[src/rtl/pes_pkg.sv]
// Shared types, codes and helpers for the periodic event scheduler.
package pes_pkg;

  localparam int MAX_SOURCES_DEF = 64;
  localparam int ID_W            = 16;
  localparam int PER_W           = 16;
  localparam int DUE_W           = 32;
  localparam int CMD_W           = 2;
  // insertion order tag, wide enough for the largest table
  localparam int SEQ_W           = 10;

  localparam logic [CMD_W-1:0] CMD_CLEAR    = 2'd0;
  localparam logic [CMD_W-1:0] CMD_ADD      = 2'd1;
  localparam logic [CMD_W-1:0] CMD_DISPATCH = 2'd2;

  typedef enum logic [1:0] {
    OP_NONE    = 2'd0,
    OP_CLEAR   = 2'd1,
    OP_INSERT  = 2'd2,
    OP_REPLACE = 2'd3
  } op_t;

  typedef struct packed {
    logic             valid;
    logic [DUE_W-1:0] due;
    logic [ID_W-1:0]  id;
    logic [SEQ_W-1:0] seq;
    logic [PER_W-1:0] period;
  } entry_t;

  typedef struct packed {
    logic   step;
    op_t    op;
    entry_t key;
  } cell_ctl_t;

  // strict ordering on (due, id, insertion order)
  function automatic logic precedes(entry_t a, entry_t b);
    return {a.due, a.id, a.seq} < {b.due, b.id, b.seq};
  endfunction

  function automatic logic [DUE_W-1:0] sat_add(logic [DUE_W-1:0] due,
                                               logic [PER_W-1:0] per);
    logic [DUE_W:0] sum;
    sum = {1'b0, due} + {{(DUE_W+1-PER_W){1'b0}}, per};
    return sum[DUE_W] ? {DUE_W{1'b1}} : sum[DUE_W-1:0];
  endfunction

endpackage

[src/rtl/pes_cell.sv]
// One slot of the sorted source chain: holds an entry, shifts with its neighbors.
module pes_cell #(
  parameter logic HEAD = 1'b0
) (
  input  logic               clk,
  input  logic               rst_n,
  input  pes_pkg::cell_ctl_t ctl_i,
  input  pes_pkg::entry_t    left_i,
  input  logic               left_prec_i,
  input  pes_pkg::entry_t    right_i,
  input  logic               right_prec_i,
  output pes_pkg::entry_t    entry_o,
  output logic               prec_o
);

  pes_pkg::entry_t entry_r;
  pes_pkg::entry_t entry_nxt;

  assign entry_o = entry_r;
  assign prec_o  = entry_r.valid && pes_pkg::precedes(entry_r, ctl_i.key);

  always_comb begin
    entry_nxt = entry_r;
    unique case (ctl_i.op)
      pes_pkg::OP_CLEAR: begin
        entry_nxt.valid = 1'b0;
      end
      pes_pkg::OP_INSERT: begin
        if (!prec_o) begin
          entry_nxt = (left_prec_i || HEAD) ? ctl_i.key : left_i;
        end
      end
      pes_pkg::OP_REPLACE: begin
        // head leaves; later entries move up until the new key fits
        if (right_prec_i) begin
          entry_nxt = right_i;
        end else if (prec_o || HEAD) begin
          entry_nxt = ctl_i.key;
        end
      end
      default: begin
      end
    endcase
  end

  always_ff @(posedge clk) begin
    if (!rst_n) begin
      entry_r.valid <= 1'b0;
    end else if (ctl_i.step) begin
      entry_r.valid <= entry_nxt.valid;
    end
  end

  always_ff @(posedge clk) begin
    if (ctl_i.step) begin
      entry_r.due    <= entry_nxt.due;
      entry_r.id     <= entry_nxt.id;
      entry_r.seq    <= entry_nxt.seq;
      entry_r.period <= entry_nxt.period;
    end
  end

endmodule

[config.mk]
export PLATFORM = sky130hd
export DESIGN_NAME = pes_cell
export DESIGN_NICKNAME = d
export VERILOG_FILES = /design/src/rtl/pes_pkg.sv /design/src/rtl/pes_cell.sv
export SDC_FILE = /design/constraint.sdc
export NUM_CORES = 1
export LEC_CHECK = 0
export BUFFER_PORTS_ARGS = -buffer_cell sky130_fd_sc_hd__buf_2
export CAP_MARGIN = 25
export CORE_AREA = 2 2 118 120
export DETAILED_ROUTE_END_ITERATION = 12
export DIE_AREA = 0 0 120 122
export PLACE_DENSITY_LB_ADDON = 0.1
export SLEW_MARGIN = 20
export SYNTH_ARGS = -nofsm -noshare
export SYNTH_HDL_FRONTEND = slang
export SYNTH_SLANG_ARGS = --single-unit
[constraint.sdc]
create_clock -name clk -period 8.35 [get_ports clk]
set_input_delay 1.2525 -clock clk [delete_from_list [all_inputs] [get_ports clk]]
set_output_delay 1.2525 -clock clk [all_outputs]
set_load 0.02 [all_outputs]
==> metrics.csv, run 1 <==
metric;value;unit
status;finished, final reports clean;
max-cap check violation count;0;
drt total wl;15600;um
die height;122;um
setup TNS;0;ps
HP Class;reg2reg;
Pwr Total;0.00108;W
clk sinks;75;
num ports;308;
Mapped Cells;549;
Die Area;14600;um^2
first-pass GRT wire length;23200;um
fin nets;1136;
Fillers;1346;
DP Worst Slack;3660;ps
commonest non-fill, non-tap cell in the layout;buf_2;
CP Capture Type;output pin;
Synth Cell Area;4960;um^2
critical-path maximum fanout;3;
Synthesis Warnings;0;
DR pass1 iterations;4;
flip-flop and latch area;2240;um^2
clock transition at the registers of the reported paths;60;ps
DRC errors left;0;
post-route ant nets;0;
row cnt;43;
Vias/cell;4.85;
area of the multi-input gates;2410;um^2
CTS buffer count;9;
CP peak stage delay;410;ps
cells along the critical path;buf_2, inv_1, ha_1, nand4_1, nor4_2, a21oi_1, o211ai_2, o211ai_2, and3_4, buf_2;
fmax;0.231;GHz
max reg flops;75;
Synth Net Count;838;
most frequent cells in the layout;buf_2, nor2_1, o22ai_1, edfxtp_1, inv_1;
ys flop type;edfxtp_1;
Vias;5013;
sequential area share after synthesis;0.452;
Leak;3.43;nW
Period minus WS final;4320;ps
Pins Over Slew Limit;0;
CP Launch Type;input port;
clk_skew;8.59;ps
Least-Margin Pin Slew;847;ps
Initial Utilization;0.367;
CTS tree;done;
synthesis-to-layout area growth;40.9;%
Relative slew margins;0.435;
initial antenna violation count;2;
Setup Viol. Count Final;0;
syn avg cell area;9.03;um^2
GRT Total Usage;0.206;
post-route clock period utilization;0.518;
Critical Path AT;3070;ps
peak supply drop;0.0000963;V
H-tree depth;3;
Avg WL per Cell;15.1;um
Die Wd;120;um
Yosys reg bits;75;
Post-synth EDFFs;74;
critical path's slowest cell;nor4_2;
GRT overflow;0;
setup bufs post-CTS;0;
CTS Hold Bufs;0;
RSZ-0062 raised after global routing;no;
share of layout cells above drive strength 1;0.398;
asr flop ratio synth;0;
Hold Vio Cnt, Final;0;
setup ws final;4030;ps
gpl congestion;0.779;
required time of the critical path;7100;ps
root buf cell;clkbuf_16;
clk_lat worst skew;340;ps
Port Buffers;307;
hpwl dp;12300;um
vias in the first global route;4814;
DRT iter0 DRCs;187;
critical path type;in2out;
count of cells resized by post-cts repair;0;
Cell variety after synth;36;
largest net degree at the start of global routing;75;
placeable core region;13500;um^2
clock tree buffer depth;2;
Pwr per Cell Area;155;nW/um^2
final cells by class:
cell class | count | share of cell area
clock inverters | 7 | 0.00985
well taps | 180 | 0.0323
diodes | 2 | 0.000717
multi-input cells | 386 | 0.345
clock buffers | 9 | 0.0323
flip-flops and latches | 75 | 0.321
repair buffers | 311 | 0.224
inverters | 64 | 0.0344
through the flow:
| step | instance area (um^2) | util | hold WS [ps] | std cells |
|---|---|---|---|---|
| 2_1_floorplan | 4960 | - | 538 | 549 |
| 3_3_place_gp | 6680 | 0.495 | 475 | 1016 |
| 3_5_place_dp | 6680 | 0.495 | 489 | 1016 |
| 4_1_cts | 6980 | 0.517 | 497 | 1032 |
| 5_1_grt | 6980 | 0.517 | 510 | 1033 |
| 6_report | 6980 | 0.517 | 492 | 1034 |
power breakdown:
group | total, W | internal, W | switching (W) | leakage, nW
Clock | 0.000390 | 0.000230 | 0.000160 | 0.141
Combinational | 0.000240 | 0.000103 | 0.000137 | 2.61
Sequential | 0.000451 | 0.000442 | 0.00000910 | 0.687
cells in the mapped netlist, types with 2 or more instances:
cell | count | share of area
nand2_1 | 13 | 0.0098
o21ai_0 | 11 | 0.011
nand3_1 | 4 | 0.0040
a31oi_1 | 2 | 0.0025
inv_1 | 64 | 0.048
a21oi_1 | 26 | 0.026
nand4_1 | 10 | 0.013
edfxtp_1 | 74 | 0.45
a21o_1 | 5 | 0.0076
nor2_1 | 156 | 0.12
o211ai_2 | 2 | 0.0050
nor3_1 | 3 | 0.0030
buf_1 | 6 | 0.0045
ha_1 | 57 | 0.14
o22ai_1 | 74 | 0.093
clkbuf_1 | 17 | 0.013
nor2b_1 | 2 | 0.0025
mux2i_1 | 2 | 0.0040
nand2b_1 | 4 | 0.0050
path summary, 6_finish.rpt:
path	from	to	slack (ps)	depth (start not counted)
max	ctl_i[37]	prec_o	4030	10
min	entry_o[74]$_SDFFE_PN0P_	entry_o[74]$_SDFFE_PN0P_	490	2
max reg2reg	entry_o[37]$_DFFE_PP_	entry_o[6]$_DFFE_PP_	4690	10
min reg2reg	entry_o[74]$_SDFFE_PN0P_	entry_o[74]$_SDFFE_PN0P_	490	2
metal layers:
metal	wire [um]	vias to the layer above	GRT usage
met5	0	-	0
met4	278	0	0.0750
li1	-	2566	-
met1	6430	2231	0.238
met2	7640	199	0.364
met3	1250	17	0.0548
worst max-delay path, delay by kind of cell:
family / cells / cell delay (ps)
AO/OA/AOI/OAI: 3 / 410
adder cells (fa/ha/maj): 1 / 310
buffers and inverters: 3 / 300
AND/OR/NAND/NOR: 3 / 800
cells by family after synthesis:
logic type | count (synthesis) | synth area share
and+or+nand+nor | 199 | 0.172
AOI/OAI and AO/OA | 128 | 0.161
buffers and inverters | 88 | 0.0669
DFF | 75 | 0.452
adders and majority gates | 57 | 0.144
muxes | 2 | 0.00404
No activity file was read; power rests on OpenSTA's default activity.
==> run 2: changes to the inputs <==
--- a/config.mk
+++ b/config.mk
@@ -5,11 +5,12 @@
 export SDC_FILE = /design/constraint.sdc
 export NUM_CORES = 1
 export LEC_CHECK = 0
+export ABC_AREA = 1
 export BUFFER_PORTS_ARGS = -buffer_cell sky130_fd_sc_hd__buf_2
 export CAP_MARGIN = 25
-export CORE_AREA = 2 2 118 120
+export CORE_AREA = 2 2 125 127
 export DETAILED_ROUTE_END_ITERATION = 12
-export DIE_AREA = 0 0 120 122
+export DIE_AREA = 0 0 127 129
 export PLACE_DENSITY_LB_ADDON = 0.1
 export SLEW_MARGIN = 20
 export SYNTH_ARGS = -nofsm -noshare
==> constraint.sdc (replaced) <==
create_clock -name clk -period 4.3 [get_ports clk]
set_input_delay 0.645 -clock clk [delete_from_list [all_inputs] [get_ports clk]]
set_output_delay 0.645 -clock clk [all_outputs]
set_load 0.02 [all_outputs]
==> metrics.csv, run 2 <==
metric;value;unit;change
status;finished, final reports clean;;unchanged
die height;129;um;was 122 um
Fillers;1532;;was 1,346
GRT Total Usage;0.226;;was 0.206
DR pass1 iterations;4;;unchanged
Relative slew margins;0.513;;was 0.435
CP Launch Type;input port;;unchanged
syn avg cell area;7.55;um^2;was 9.03 um^2
Pins Over Slew Limit;0;;unchanged
most frequent cell after synthesis;o21ai_0;;was nor2_1
CTS buffer count;9;;unchanged
clk sinks;75;;unchanged
Synth Cell Area;5880;um^2;was 4960 um^2
drt total wl;18900;um;was 15,600 um
count of cells resized by post-cts repair;0;;unchanged
clk_skew;8.37;ps;was 8.59 ps
vias in the first global route;5872;;was 4,814
clock network fraction of design power;0.363;;was 0.360
Least-Margin Pin Slew;730;ps;was 847 ps
top cell type's share of synthesized area;0.378;;was 0.448
post-route clock period utilization;0.633;;
gpl congestion;0.799;;was 0.779
fmax;0.368;GHz;
commonest non-fill, non-tap cell in the layout;buf_2;;unchanged
sequential area share after synthesis;0.382;;was 0.452
Initial Utilization;0.392;;was 0.367
Die Wd;127;um;was 120 um
Antenna diodes;0;;was 2
fin nets;1344;;was 1,136
max-cap check violation count;0;;unchanged
Pint;0.00167;W;was 0.000776 W
Synthesis Warnings;0;;unchanged
most frequent cells in the layout;buf_2, o21ai_0, a21oi_1;;was buf_2, nor2_1, o22ai_1, edfxtp_1, inv_1
reg2reg end;entry_o[54]$_DFFE_PP_;;was entry_o[6]$_DFFE_PP_
CP Capture Type;output pin;;unchanged
H-tree depth;3;;unchanged
critical-path maximum fanout;3;;unchanged
HP Class;in2reg;;was reg2reg
CP Launch Point;ctl_i[41];;was ctl_i[37]
Synth Net Count;1067;;was 838
Comb power frac;0.254;;was 0.222
post-synth top area cell;edfxtp_1;;unchanged
Hold EP;entry_o[74]$_SDFFE_PN0P_;;unchanged
root buf cell;clkbuf_16;;unchanged
setup bufs post-CTS;0;;unchanged
final core utilization;0.526;;was 0.517
ys flop type;edfxtp_1;;unchanged
Sequential Power Share;0.383;;was 0.417
largest net degree at the start of global routing;93;;was 75
hold path startpoint;rst_n;;was entry_o[74]$_SDFFE_PN0P_
clock tree buffer depth;2;;unchanged
DRC errors left;0;;unchanged
Hold Vio Cnt, Final;0;;unchanged
Setup Viol. Count Final;0;;unchanged
initial antenna violation count;1;;was 2
num ports;308;;unchanged
first-pass GRT wire length;29300;um;was 23,200 um
asr flop ratio synth;0;;unchanged
total net switching power;0.000682;W;was 0.000306 W
CTS Hold Bufs;0;;unchanged
post-route ant nets;0;;unchanged
Mapped Cells;778;;was 549
CTS tree;done;;unchanged
share of layout cells above drive strength 1;0.319;;was 0.398
Net Sw Frac;0.290;;was 0.283
Reg-to-Reg Start;entry_o[39]$_DFFE_PP_;;was entry_o[37]$_DFFE_PP_
Port Buffers;307;;unchanged
r2r setup slk;1640;ps;was 4690 ps
setup TNS;0;ps;unchanged
Worst Reg-to-Reg Cells;12;;was 10
max reg flops;75;;unchanged
Critical Path AT;2080;ps;was 3070 ps
hpwl dp;14200;um;was 12,300 um
RSZ-0062 raised after global routing;no;;unchanged
GRT overflow;0;;unchanged
placeable core region;15000;um^2;was 13,500 um^2
synth cell count leaders;o21ai_0, a21oi_1, nand2_1;;was nor2_1, edfxtp_1, o22ai_1
Die Area;16400;um^2;was 14,600 um^2
required time of the critical path;3650;ps;was 7100 ps
Vias/cell;5.02;;was 4.85
Pwr Total;0.00235;W;was 0.00108 W
top cells by area, synth;edfxtp_1, o21ai_0, ha_1;;was edfxtp_1, ha_1, nor2_1
DP Worst Slack;1180;ps;was 3660 ps
Pwr per Cell Area;299;nW/um^2;was 155 nW/um^2
Vias;6264;;was 5,013
DRT iter0 DRCs;247;;was 187
Leak;3.97;nW;was 3.43 nW
row cnt;45;;was 43
Yosys reg bits;75;;unchanged
Cell variety after synth;24;;was 36
clock transition at the registers of the reported paths;60;ps;about the same
peak supply drop;0.000168;V;was 0.0000963 V
Avg WL per Cell;15.1;um;about the same
Period minus WS final;2720;ps;
clk_lat worst skew;340;ps;about the same
WHS Path Cells;3;;was 2
synthesis-to-layout area growth;34.0;%;was 40.9%
setup ws final;1580;ps;was 4030 ps
critical path type;in2out;;unchanged
Post-synth EDFFs;74;;unchanged
-- run 2: cell types whose count changed after synthesis, sizes merged, moves of 3 or more --
cell / before / now
o21ai: 11 / 152
nand2: 13 / 130
a21oi: 26 / 136
nor2: 156 / 56
o22ai: 74 / 17
buf: 7 / 31
inv: 64 / 84
nand2b: 4 / 0
nand3: 4 / 8
nand4: 11 / 7
nor4: 3 / 0
-- run 2: cells by family after synthesis --
family,after synthesis,share of synthesized area
simple gates,202,0.136
buf+inv,132,0.0877
compound gates,312,0.273
fa+ha+maj,57,0.121
flops,75,0.382
-- run 2: worst max path at each step --
stage,slack [ps],to
global placement,1180,entry_o[23]$_DFFE_PP_
global route,1290,entry_o[30]$_DFFE_PP_
finish,1580,prec_o
floorplan,80,entry_o[0]$_DFFE_PP_
CTS,1520,prec_o
detailed placement,1180,entry_o[23]$_DFFE_PP_
-- run 2: area by class of cell --
| class | count | area [um^2] | area share |
|---|---|---|---|
| tap | 188 | 235 | 0.0299 |
| clock buffer | 9 | 225 | 0.0286 |
| timing repair buffer | 314 | 1620 | 0.205 |
| inverter | 84 | 317 | 0.0402 |
| multi-input combinational | 571 | 3130 | 0.398 |
| clock inverter | 7 | 106 | 0.0135 |
| sequential | 75 | 2240 | 0.285 |
-- run 2: power groups by stage --
stage | sequential (W) | combinational (W) | clock [W]
2_1_floorplan | 0.000981 | 0.000296 | 0
3_3_place_gp | 0.000915 | 0.000602 | 0
3_5_place_dp | 0.000916 | 0.000604 | 0
4_1_cts | 0.000901 | 0.000606 | 0.000877
5_1_grt | 0.000906 | 0.000679 | 0.000903
6_report | 0.000901 | 0.000599 | 0.000855
-- run 2: per-stage QoR --
step | hold WS, ps | area, um^2 | std cells
after global placement | 501 | 7540 | 1232
after global routing | 537 | 7880 | 1248
after floorplan | 584 | 5880 | 778
after CTS | 515 | 7880 | 1248
final | 525 | 7880 | 1248
after detailed placement | 519 | 7540 | 1232
-- run 2: routing by layer --
layer / routed length [um] / share of wire / track usage / vias to the layer above
li1: - / - / - / 3263
met1: 7820 / 0.41 / 0.270 / 2711
met2: 9210 / 0.49 / 0.404 / 264
met3: 1500 / 0.080 / 0.0516 / 24
met4: 318 / 0.017 / 0.0743 / 2
met5: 15 / 0.00080 / 0 / -
-- run 2: critical path, stage by stage --
cell and delay, ps:
buf_2 70, inv_1 50, ha_1 300, nand2_1 70
nor2_1 140, nand3_1 130, nor2_1 120, nand2_1 60
nand2_1 90, nand2_1 70, nand2_2 100, inv_1 50
buf_2 160
